==> src/rtl/rgwc_pkg.sv <==
`timescale 1ns / 1ps
package rgwc_pkg;
   localparam int WinW = 28;
   localparam int RttW = 16;
   localparam int GradW = 25;
   localparam logic [WinW-1:0] WinMax = {WinW{1'b1}};
   localparam logic [RttW-1:0] LastRttReset = 16'd50;
   localparam logic [WinW-1:0] WinReset = 28'd3276800;

   localparam logic [2:0] CSR_EWMA_GAIN = 3'd0;
   localparam logic [2:0] CSR_DECREASE  = 3'd1;
   localparam logic [2:0] CSR_ADD_STEP  = 3'd2;
   localparam logic [2:0] CSR_LOW_THR   = 3'd3;
   localparam logic [2:0] CSR_HIGH_THR  = 3'd4;
   localparam logic [2:0] CSR_BASE_RTT  = 3'd5;
   localparam logic [2:0] CSR_MIN_WIN   = 3'd6;
   localparam logic [2:0] CSR_INC_COUNT = 3'd7;

   localparam logic [1:0] REGION_LOW_ADD   = 2'd0;
   localparam logic [1:0] REGION_HIGH_DEC  = 2'd1;
   localparam logic [1:0] REGION_GRAD_ADD  = 2'd2;
   localparam logic [1:0] REGION_GRAD_DEC  = 2'd3;

   typedef struct packed {
      logic load;     // capture beat, compute rtt
      logic grad;     // ewma product step
      logic grad_fin; // ewma round and classify
      logic mul1;     // w*beta
      logic mul2;     // *factor, set up divide
      logic div_step;
      logic finish;   // apply and clamp window
   } cmd_type;

   typedef struct packed {
      logic div_done;
      logic need_div;
   } sts_type;
endpackage

==> src/rtl/rgwc_control.sv <==
`timescale 1ns / 1ps
module rgwc_control import rgwc_pkg::*; (
   input  logic    clock,
   input  logic    reset,
   input  logic    in_valid,
   output logic    in_ready,
   output logic    out_valid,
   input  logic    out_ready,
   output cmd_type cmd,
   input  sts_type sts
);
   localparam logic [2:0] S_IDLE = 3'd0, S_GRAD = 3'd1, S_GFIN = 3'd2,
      S_MUL1 = 3'd3, S_MUL2 = 3'd4, S_DIV = 3'd5, S_FIN = 3'd6, S_OUT = 3'd7;
   logic [2:0] state_ff, state_in;

   assign in_ready = (state_ff == S_IDLE);
   assign out_valid = (state_ff == S_OUT);
   always_comb begin
      cmd = '0;
      state_in = state_ff;
      unique case (state_ff)
         S_IDLE: if (in_valid) begin cmd.load = 1'b1; state_in = S_GRAD; end
         S_GRAD: begin cmd.grad = 1'b1; state_in = S_GFIN; end
         S_GFIN: begin cmd.grad_fin = 1'b1; state_in = S_MUL1; end
         S_MUL1: begin
            cmd.mul1 = 1'b1;
            state_in = sts.need_div ? S_MUL2 : S_FIN;
         end
         S_MUL2: begin cmd.mul2 = 1'b1; state_in = S_DIV; end
         S_DIV: begin
            if (sts.div_done) state_in = S_FIN;
            else cmd.div_step = 1'b1;
         end
         S_FIN: begin cmd.finish = 1'b1; state_in = S_OUT; end
         S_OUT: if (out_ready) state_in = S_IDLE;
         default: state_in = S_IDLE;
      endcase
   end
   always_ff @(posedge clock) begin
      if (reset) state_ff <= S_IDLE;
      else state_ff <= state_in;
   end
endmodule

==> config.mk <==
export PLATFORM = sky130hd
export DESIGN_NAME = rgwc_control
export DESIGN_NICKNAME = d
export VERILOG_FILES = /design/src/rtl/rgwc_pkg.sv /design/src/rtl/rgwc_control.sv
export SDC_FILE = /design/constraint.sdc
export NUM_CORES = 1
export LEC_CHECK = 0
export BUFFER_PORTS_ARGS = -buffer_cell sky130_fd_sc_hd__buf_2
export CAP_MARGIN = 10
export CORE_AREA = 5 5 42 44
export CTS_BUF_LIST = sky130_fd_sc_hd__clkbuf_4
export DETAILED_ROUTE_END_ITERATION = 6
export DIE_AREA = 0 0 47 49
export PLACE_DENSITY = 0.46
export SYNTH_ARGS = -nofsm -noshare
export SYNTH_HDL_FRONTEND = slang
export SYNTH_SLANG_ARGS = --single-unit
==> constraint.sdc <==
create_clock -name clock -period 1.9 [get_ports clock]
set_input_delay 0.285 -clock clock [delete_from_list [all_inputs] [get_ports clock]]
set_output_delay 0.285 -clock clock [all_outputs]
set_load 0.005 [all_outputs]
==> impl_metrics.xml, run 1 <==
<?xml version="1.0" encoding="UTF-8"?>
<metrics>
  <group name="timing">
    <metric name="post-route-min-period" unit="ns">1.51</metric>
    <metric name="slew_violations" unit="">0</metric>
    <metric name="fin_tns_setup" unit="ns">0</metric>
    <metric name="period_share" unit="%">79.4</metric>
    <metric name="setup_repair_after_global_routing_missed_its_margin" unit="">false</metric>
    <metric name="worstMarginPinSlew" unit="ns">0.389</metric>
    <metric name="timing_hold_violations_final" unit="">0</metric>
    <metric name="worst_slack" unit="ns">0.392</metric>
    <metric name="max_slew_margin" unit="%">74.0</metric>
    <metric name="setup-violations-final" unit="">0</metric>
    <metric name="max_freq" unit="MHz">663</metric>
    <metric name="finalHoldWorstSlack" unit="ns">0.247</metric>
    <metric name="finalClockSkew" unit="ns">0.00260</metric>
  </group>
  <group name="power">
    <metric name="total_leakage_power" unit="nW">0.165</metric>
    <metric name="switchingPower" unit="uW">72.1</metric>
    <metric name="clkPwrFrac" unit="%">47.2</metric>
    <metric name="sw_frac_of_total" unit="%">26.8</metric>
    <metric name="fin_total_pwr" unit="uW">268</metric>
    <metric name="cellPowerDensity" unit="nW/um2">795</metric>
    <metric name="p_int" unit="uW">196</metric>
    <metric name="power.share.sequential" unit="%">32.6</metric>
    <metric name="ir_drop" unit="V">0.000214</metric>
    <metric name="p_comb_share" unit="%">20.3</metric>
  </group>
  <group name="critical_path">
    <metric name="crit_type" unit="">flop to output port</metric>
    <metric name="endpoint_kind" unit="">output port</metric>
    <metric name="path_max_fanout" unit="">12</metric>
    <metric name="data_arrival_time_of_the_critical_path" unit="ns">1.22</metric>
    <metric name="required" unit="ns">1.62</metric>
    <metric name="timing.critical_path.from_type" unit="">flop</metric>
  </group>
  <group name="yosys">
    <metric name="post_synth.cell_area_avg" unit="um2">8.62</metric>
    <metric name="synth_flop_cell" unit="">dfxtp_1</metric>
    <metric name="synth_nets" unit="">33</metric>
    <metric name="synth_cell_types" unit="">18</metric>
    <metric name="syn-instance-count" unit="">27</metric>
    <metric name="synth_largest_type_area_fraction" unit="%">25.8</metric>
    <metric name="synth_sequential_area_ratio" unit="%">25.8</metric>
    <metric name="synth_edf_count" unit="">0</metric>
    <metric name="ys_async_sr_fraction" unit="%">0</metric>
    <metric name="synth_top_area_cell" unit="">dfxtp_1</metric>
    <metric name="yosys_warnings" unit="">0</metric>
    <metric name="netlist_area" unit="um2">233</metric>
    <metric name="ys_top_cells_by_count" unit="">buf_2 (3), dfxtp_1 (3), nor3_1 (3), nor3b_1 (3), nor2_1 (2)</metric>
    <metric name="top_area_cells_in_the_synthesized_netlist" unit="">dfxtp_1 (26%), nor3b_1 (9.7%), buf_2 (6.5%)</metric>
    <metric name="post_synthesis_register_bit_count" unit="">3</metric>
  </group>
  <group name="placed_design">
    <metric name="detailed_place_hpwl" unit="um">449</metric>
    <metric name="detailedPlace.worstSlack" unit="ns">0.593</metric>
    <metric name="port_buffers" unit="">14</metric>
    <metric name="gp_routability_congestion" unit="">0.633</metric>
  </group>
  <group name="cts">
    <metric name="cts-root-buf" unit="">clkbuf_4</metric>
    <metric name="cts_sinks" unit="">3</metric>
    <metric name="postCtsResizedCells" unit="">0</metric>
    <metric name="cts-root-to-sink-buffers" unit="">2</metric>
    <metric name="cts.clk_slew.worst_paths" unit="ns">0.04</metric>
    <metric name="cts_tree" unit="">yes</metric>
    <metric name="holdBufCountCts" unit="">0</metric>
    <metric name="cts_setup_buffers" unit="">0</metric>
    <metric name="cts.htree.levels" unit="">1</metric>
    <metric name="number_of_buffers_inserted_during_clock_tree_synthesis" unit="">3</metric>
    <metric name="clock_insertion_delay_worst_skew" unit="ns">0.23</metric>
  </group>
  <group name="grt">
    <metric name="first_global_vias" unit="">236</metric>
    <metric name="track_usage" unit="%">6.96</metric>
    <metric name="grt_max_degree" unit="">14</metric>
    <metric name="grt-ovfl-total" unit="">0</metric>
    <metric name="grt_antenna_before_repair" unit="">0</metric>
    <metric name="grt_first_pass_wirelength" unit="mm">1.07</metric>
  </group>
  <group name="die">
    <metric name="fp.dieW" unit="um">47</metric>
    <metric name="row_count" unit="">14</metric>
    <metric name="top_level_ports" unit="">15</metric>
    <metric name="floorplan.initialDensity" unit="%">16.6</metric>
    <metric name="die_height" unit="um">49</metric>
    <metric name="die_area" unit="um2">2300</metric>
    <metric name="design.core.area" unit="um2">1400</metric>
  </group>
  <group name="status">
    <metric name="run_status" unit="">finished, final reports clean</metric>
  </group>
  <group name="route">
    <metric name="route.final.wire_length" unit="um">616</metric>
    <metric name="drc" unit="">0</metric>
    <metric name="detailroute.via_count" unit="">254</metric>
    <metric name="avgViaCountPerCell" unit="">4.38</metric>
    <metric name="drt.antenna.violating_nets" unit="">0</metric>
    <metric name="drt_first_iter_violations" unit="">1</metric>
    <metric name="firstDrtPassIters" unit="">2</metric>
    <metric name="detail_route.wl_per_cell" unit="um">10.6</metric>
  </group>
  <group name="final_layout">
    <metric name="final_nets" unit="">49</metric>
    <metric name="finalCoreUtilization" unit="%">24.1</metric>
    <metric name="layout-drive-gt1-share" unit="%">50.0</metric>
    <metric name="diodes" unit="">0</metric>
    <metric name="largest_register" unit="">state_ff</metric>
    <metric name="largestRegisters" unit="">state_ff (3)</metric>
    <metric name="area_delta_synth_final" unit="%">45.2</metric>
    <metric name="largest_register_ffs" unit="">3</metric>
  </group>
  <group name="run">
    <metric name="drv.max_cap_violation_count" unit="">0</metric>
  </group>
  <group name="worst_hold_path">
    <metric name="hold_path.class" unit="">primary input to flop</metric>
  </group>
</metrics>
-- layout by cell type, fill, tap and decap left out --
master     instances
and3_1             1
mux2_4             1
nor3_1             3
and2_1             1
nor2b_1            1
nand2_1            1
nor3b_1            3
a21oi_1            1
clkbuf_4           4
o221a_1            1
nor2_1             2
mux2i_1            1
and3b_1            1
nand2b_1           1
o21ba_2            1
buf_2             14
a2111oi_2          1
dfxtp_1            3
and4_1             1
-- per-stage QoR --
step	area [um2]	cells
6_report	338	58
5_1_grt	338	58
4_1_cts	338	58
3_5_place_dp	308	54
3_3_place_gp	308	54
2_1_floorplan	233	27
-- worst max-delay path, cell delays in order (launching register included) --
cell and delay, ns:
dfxtp_1 0.52, nand2b_1 0.15, nor3b_1 0.18, buf_2 0.14
-- layout make-up --
type,count,area [um2]
repair buffers,14,70.1
well taps,16,20.0
multi-input cells,21,158
fillers,172,1060
flip-flops and latches,3,60.1
clock buffers,4,30.0
-- power groups by stage --
stage / logic [mW] / registers [mW] / clock network, mW
2_1_floorplan: 0.0467 / 0.0740 / 0
4_1_cts: 0.0556 / 0.0874 / 0.133
5_1_grt: 0.0614 / 0.0899 / 0.141
6_report: 0.0544 / 0.0874 / 0.127
3_5_place_dp: 0.0553 / 0.0884 / 0
3_3_place_gp: 0.0552 / 0.0881 / 0
-- routing by layer --
metal	vias up	GRT usage (%)	part of all wire, %
met5	-	0	0
li1	129	-	-
met4	0	9.68	5.2
met2	14	6.33	36
met3	4	2.21	12
met1	107	9.63	48
-- cells by family (layout without fill, tap and decap cells) --
logic type             Yosys count  after routing  synth area share [%]
AO/OA/AOI/OAI                    4              4                  17.7
buffers and inverters            3             18                  6.45
flip-flops                       3              3                  25.8
multiplexers                     2              2                  10.8
AND/OR/NAND/NOR                 15             15                  39.3
-- worst paths after layout --
check	from	endpoint	slack [ns]	cells past startpoint
max	state_ff[2]	cmd[1]	0.39	3
min	reset	state_ff[0]	0.25	2
max reg2reg	state_ff[1]	state_ff[0]	0.58	2
min reg2reg	state_ff[2]	state_ff[2]	0.67	2
Note: power is estimated with default switching activity, not from simulation.
==> run 2, diff against run 1 <==
Clock period 1.9 ns to 1.5 ns, I/O delays scaled along.
==> run 2 against run 1 <==
  * Final area increased by 1.1%
  * Count of clock-buffer cells in the layout is the same
  * Sequential share of layout area is 0.90 points higher
  * Combinational power increased by 26%
  * Critical path type unchanged
  * Critical endpoint unchanged
  * Largest cell class unchanged
  * Highest routed layer unchanged
==> impl_metrics.xml, run 2 (same netlist as run 1, synthesis figures left out) <==
<?xml version="1.0" encoding="UTF-8"?>
<metrics>
  <group name="status">
    <metric name="run_status" unit="">finished, final reports clean</metric>
  </group>
  <group name="power">
    <metric name="total_leakage_power" unit="nW">0.166</metric>
    <metric name="ir_drop" unit="V">0.000296</metric>
    <metric name="cellPowerDensity" unit="nW/um2">994</metric>
  </group>
  <group name="final_layout">
    <metric name="final_nets" unit="">49</metric>
    <metric name="layout-drive-gt1-share" unit="%">57.1</metric>
    <metric name="largest_register" unit="">state_ff</metric>
    <metric name="largestRegisters" unit="">state_ff (3)</metric>
    <metric name="most_common_cell_after_layout_fill_and_taps_aside" unit="">buf_2</metric>
    <metric name="fin_area" unit="um2">342</metric>
    <metric name="largest_register_ffs" unit="">3</metric>
    <metric name="area_delta_synth_final" unit="%">46.8</metric>
    <metric name="diodes" unit="">0</metric>
    <metric name="mostFrequentLayoutCells" unit="">buf_2 (14), clkbuf_4 (4), nor3b_1 (3), nor3_1 (3), dfxtp_2 (3)</metric>
  </group>
  <group name="timing">
    <metric name="max_slew_margin" unit="%">84.2</metric>
    <metric name="timing_hold_violations_final" unit="">0</metric>
    <metric name="worstMarginPinSlew" unit="ns">0.237</metric>
    <metric name="fin_tns_setup" unit="ns">0</metric>
    <metric name="max_freq" unit="MHz">741</metric>
    <metric name="finalClockSkew" unit="ns">0.000687</metric>
    <metric name="slew_violations" unit="">0</metric>
    <metric name="period_share" unit="%">90.0</metric>
    <metric name="worst_slack" unit="ns">0.151</metric>
    <metric name="post-route-min-period" unit="ns">1.35</metric>
    <metric name="setup_repair_after_global_routing_missed_its_margin" unit="">false</metric>
    <metric name="setup-violations-final" unit="">0</metric>
  </group>
  <group name="route">
    <metric name="route.final.wire_length" unit="um">594</metric>
    <metric name="detailroute.via_count" unit="">249</metric>
    <metric name="drt.antenna.violating_nets" unit="">0</metric>
    <metric name="detail_route.wl_per_cell" unit="um">10.2</metric>
    <metric name="drc" unit="">0</metric>
    <metric name="drt_first_iter_violations" unit="">1</metric>
    <metric name="firstDrtPassIters" unit="">2</metric>
    <metric name="avgViaCountPerCell" unit="">4.29</metric>
  </group>
  <group name="cts">
    <metric name="cts.htree.levels" unit="">1</metric>
    <metric name="cts-root-to-sink-buffers" unit="">2</metric>
    <metric name="cts-root-buf" unit="">clkbuf_4</metric>
    <metric name="cts.clk_slew.worst_paths" unit="ns">0.04</metric>
    <metric name="cts_sinks" unit="">3</metric>
    <metric name="cts_tree" unit="">yes</metric>
    <metric name="number_of_buffers_inserted_during_clock_tree_synthesis" unit="">3</metric>
    <metric name="clock_insertion_delay_worst_skew" unit="ns">0.23</metric>
    <metric name="holdBufCountCts" unit="">0</metric>
  </group>
  <group name="grt">
    <metric name="first_global_vias" unit="">252</metric>
    <metric name="grt-ovfl-total" unit="">0</metric>
    <metric name="track_usage" unit="%">6.54</metric>
    <metric name="grt_antenna_before_repair" unit="">0</metric>
    <metric name="grt_first_pass_wirelength" unit="mm">1.04</metric>
    <metric name="grt_max_degree" unit="">14</metric>
  </group>
  <group name="die">
    <metric name="row_count" unit="">14</metric>
    <metric name="design.core.area" unit="um2">1400</metric>
    <metric name="die_height" unit="um">49</metric>
    <metric name="fp.dieW" unit="um">47</metric>
    <metric name="die_area" unit="um2">2300</metric>
    <metric name="floorplan.initialDensity" unit="%">16.6</metric>
    <metric name="top_level_ports" unit="">15</metric>
  </group>
  <group name="placed_design">
    <metric name="postPlaceCellArea" unit="um2">308</metric>
    <metric name="port_buffers" unit="">14</metric>
    <metric name="gp_routability_congestion" unit="">0.674</metric>
    <metric name="detailedPlace.worstSlack" unit="ns">0.212</metric>
  </group>
  <group name="critical_path">
    <metric name="crit_type" unit="">flop to output port</metric>
    <metric name="critical_path.slowest_cell" unit="">dfxtp_2</metric>
    <metric name="timing.critical_path.cells" unit="">nand2b_1 &gt; nor3b_1 &gt; buf_2</metric>
    <metric name="endpoint_kind" unit="">output port</metric>
    <metric name="number_of_cells_on_the_critical_path" unit="">3</metric>
    <metric name="critical_path_buf_inv_count" unit="">1</metric>
    <metric name="cp-endpoint" unit="">cmd[1]</metric>
    <metric name="timing.critical_path.from_type" unit="">flop</metric>
    <metric name="data_arrival_time_of_the_critical_path" unit="ns">1.12</metric>
    <metric name="crit_family" unit="">flip-flops</metric>
    <metric name="critPathMaxStageDelay" unit="ns">0.44</metric>
    <metric name="worst_r2r_path_depth" unit="">2</metric>
    <metric name="timing.critical_path.from" unit="">state_ff[2]</metric>
    <metric name="worst_r2r_endpoint" unit="">state_ff[0]</metric>
    <metric name="reg2reg_slack" unit="ns">0.31</metric>
    <metric name="crit-reg2reg-launch" unit="">state_ff[1]</metric>
    <metric name="required" unit="ns">1.27</metric>
    <metric name="path_max_fanout" unit="">12</metric>
  </group>
  <group name="worst_hold_path">
    <metric name="hold_path.class" unit="">primary input to flop</metric>
    <metric name="worstHoldStart" unit="">reset</metric>
  </group>
  <group name="run">
    <metric name="drv.max_cap_violation_count" unit="">0</metric>
  </group>
</metrics>
## run 2: cell type report
class                           instances  area, um2
Clock buffer                            4       30.0
Tap cell                               16       20.0
Sequential cell                         3       63.8
Multi-Input combinational cell         21        158
Fill cell                             159       1060
Timing Repair Buffer                   14       70.1
## run 2: through the flow
stage	std cells	utilization, %	power [mW]	hold slack (ns)
3_5_place_dp	54	22.0	0.181	0.425
2_1_floorplan	27	-	0.153	0.294
5_1_grt	58	24.4	0.364	0.185
6_report	58	24.4	0.340	0.179
4_1_cts	58	24.2	0.348	0.177
3_3_place_gp	54	22.0	0.180	0.431
## run 2: timing repair
item / in CTS / in global routing
endpoints found under the setup margin: 1 / 3
buffers inserted: 0 / 0
gates resized for setup: 1 / 2
## run 2: per-layer routing
metal | GRT usage, % | routed length [um] | vias up
met5 | 0 | 0 | -
met2 | 7.69 | 215 | 12
met4 | 8.29 | 17 | 0
met3 | 1.85 | 70 | 2
met1 | 7.89 | 290 | 106
li1 | - | - | 129
## run 2: worst min-delay path by stage
stage,slack [ns],end,cells after the start
5_1_grt,0.19,state_ff[0],2
3_5_place_dp,0.42,state_ff[0],2
3_3_place_gp,0.43,state_ff[0],2
6_report,0.18,state_ff[0],2
4_1_cts,0.18,state_ff[0],2
2_1_floorplan,0.29,state_ff[0],1
## run 2: worst reg2reg max path: stages, from the launching register on
cell and delay, ns:
dfxtp_2 0.42, mux2_4 0.33, a2111oi_2 0.33
## run 2: power breakdown
| part | total [mW] | leakage, nW | switching (mW) | internal, mW |
|---|---|---|---|---|
| Sequential | 0.112 | 0.0258 | 0.0222 | 0.0897 |
| Clock | 0.159 | 0.0184 | 0.0415 | 0.118 |
| Combinational | 0.0686 | 0.122 | 0.0254 | 0.0432 |
| Total | 0.340 | 0.166 | 0.0891 | 0.251 |
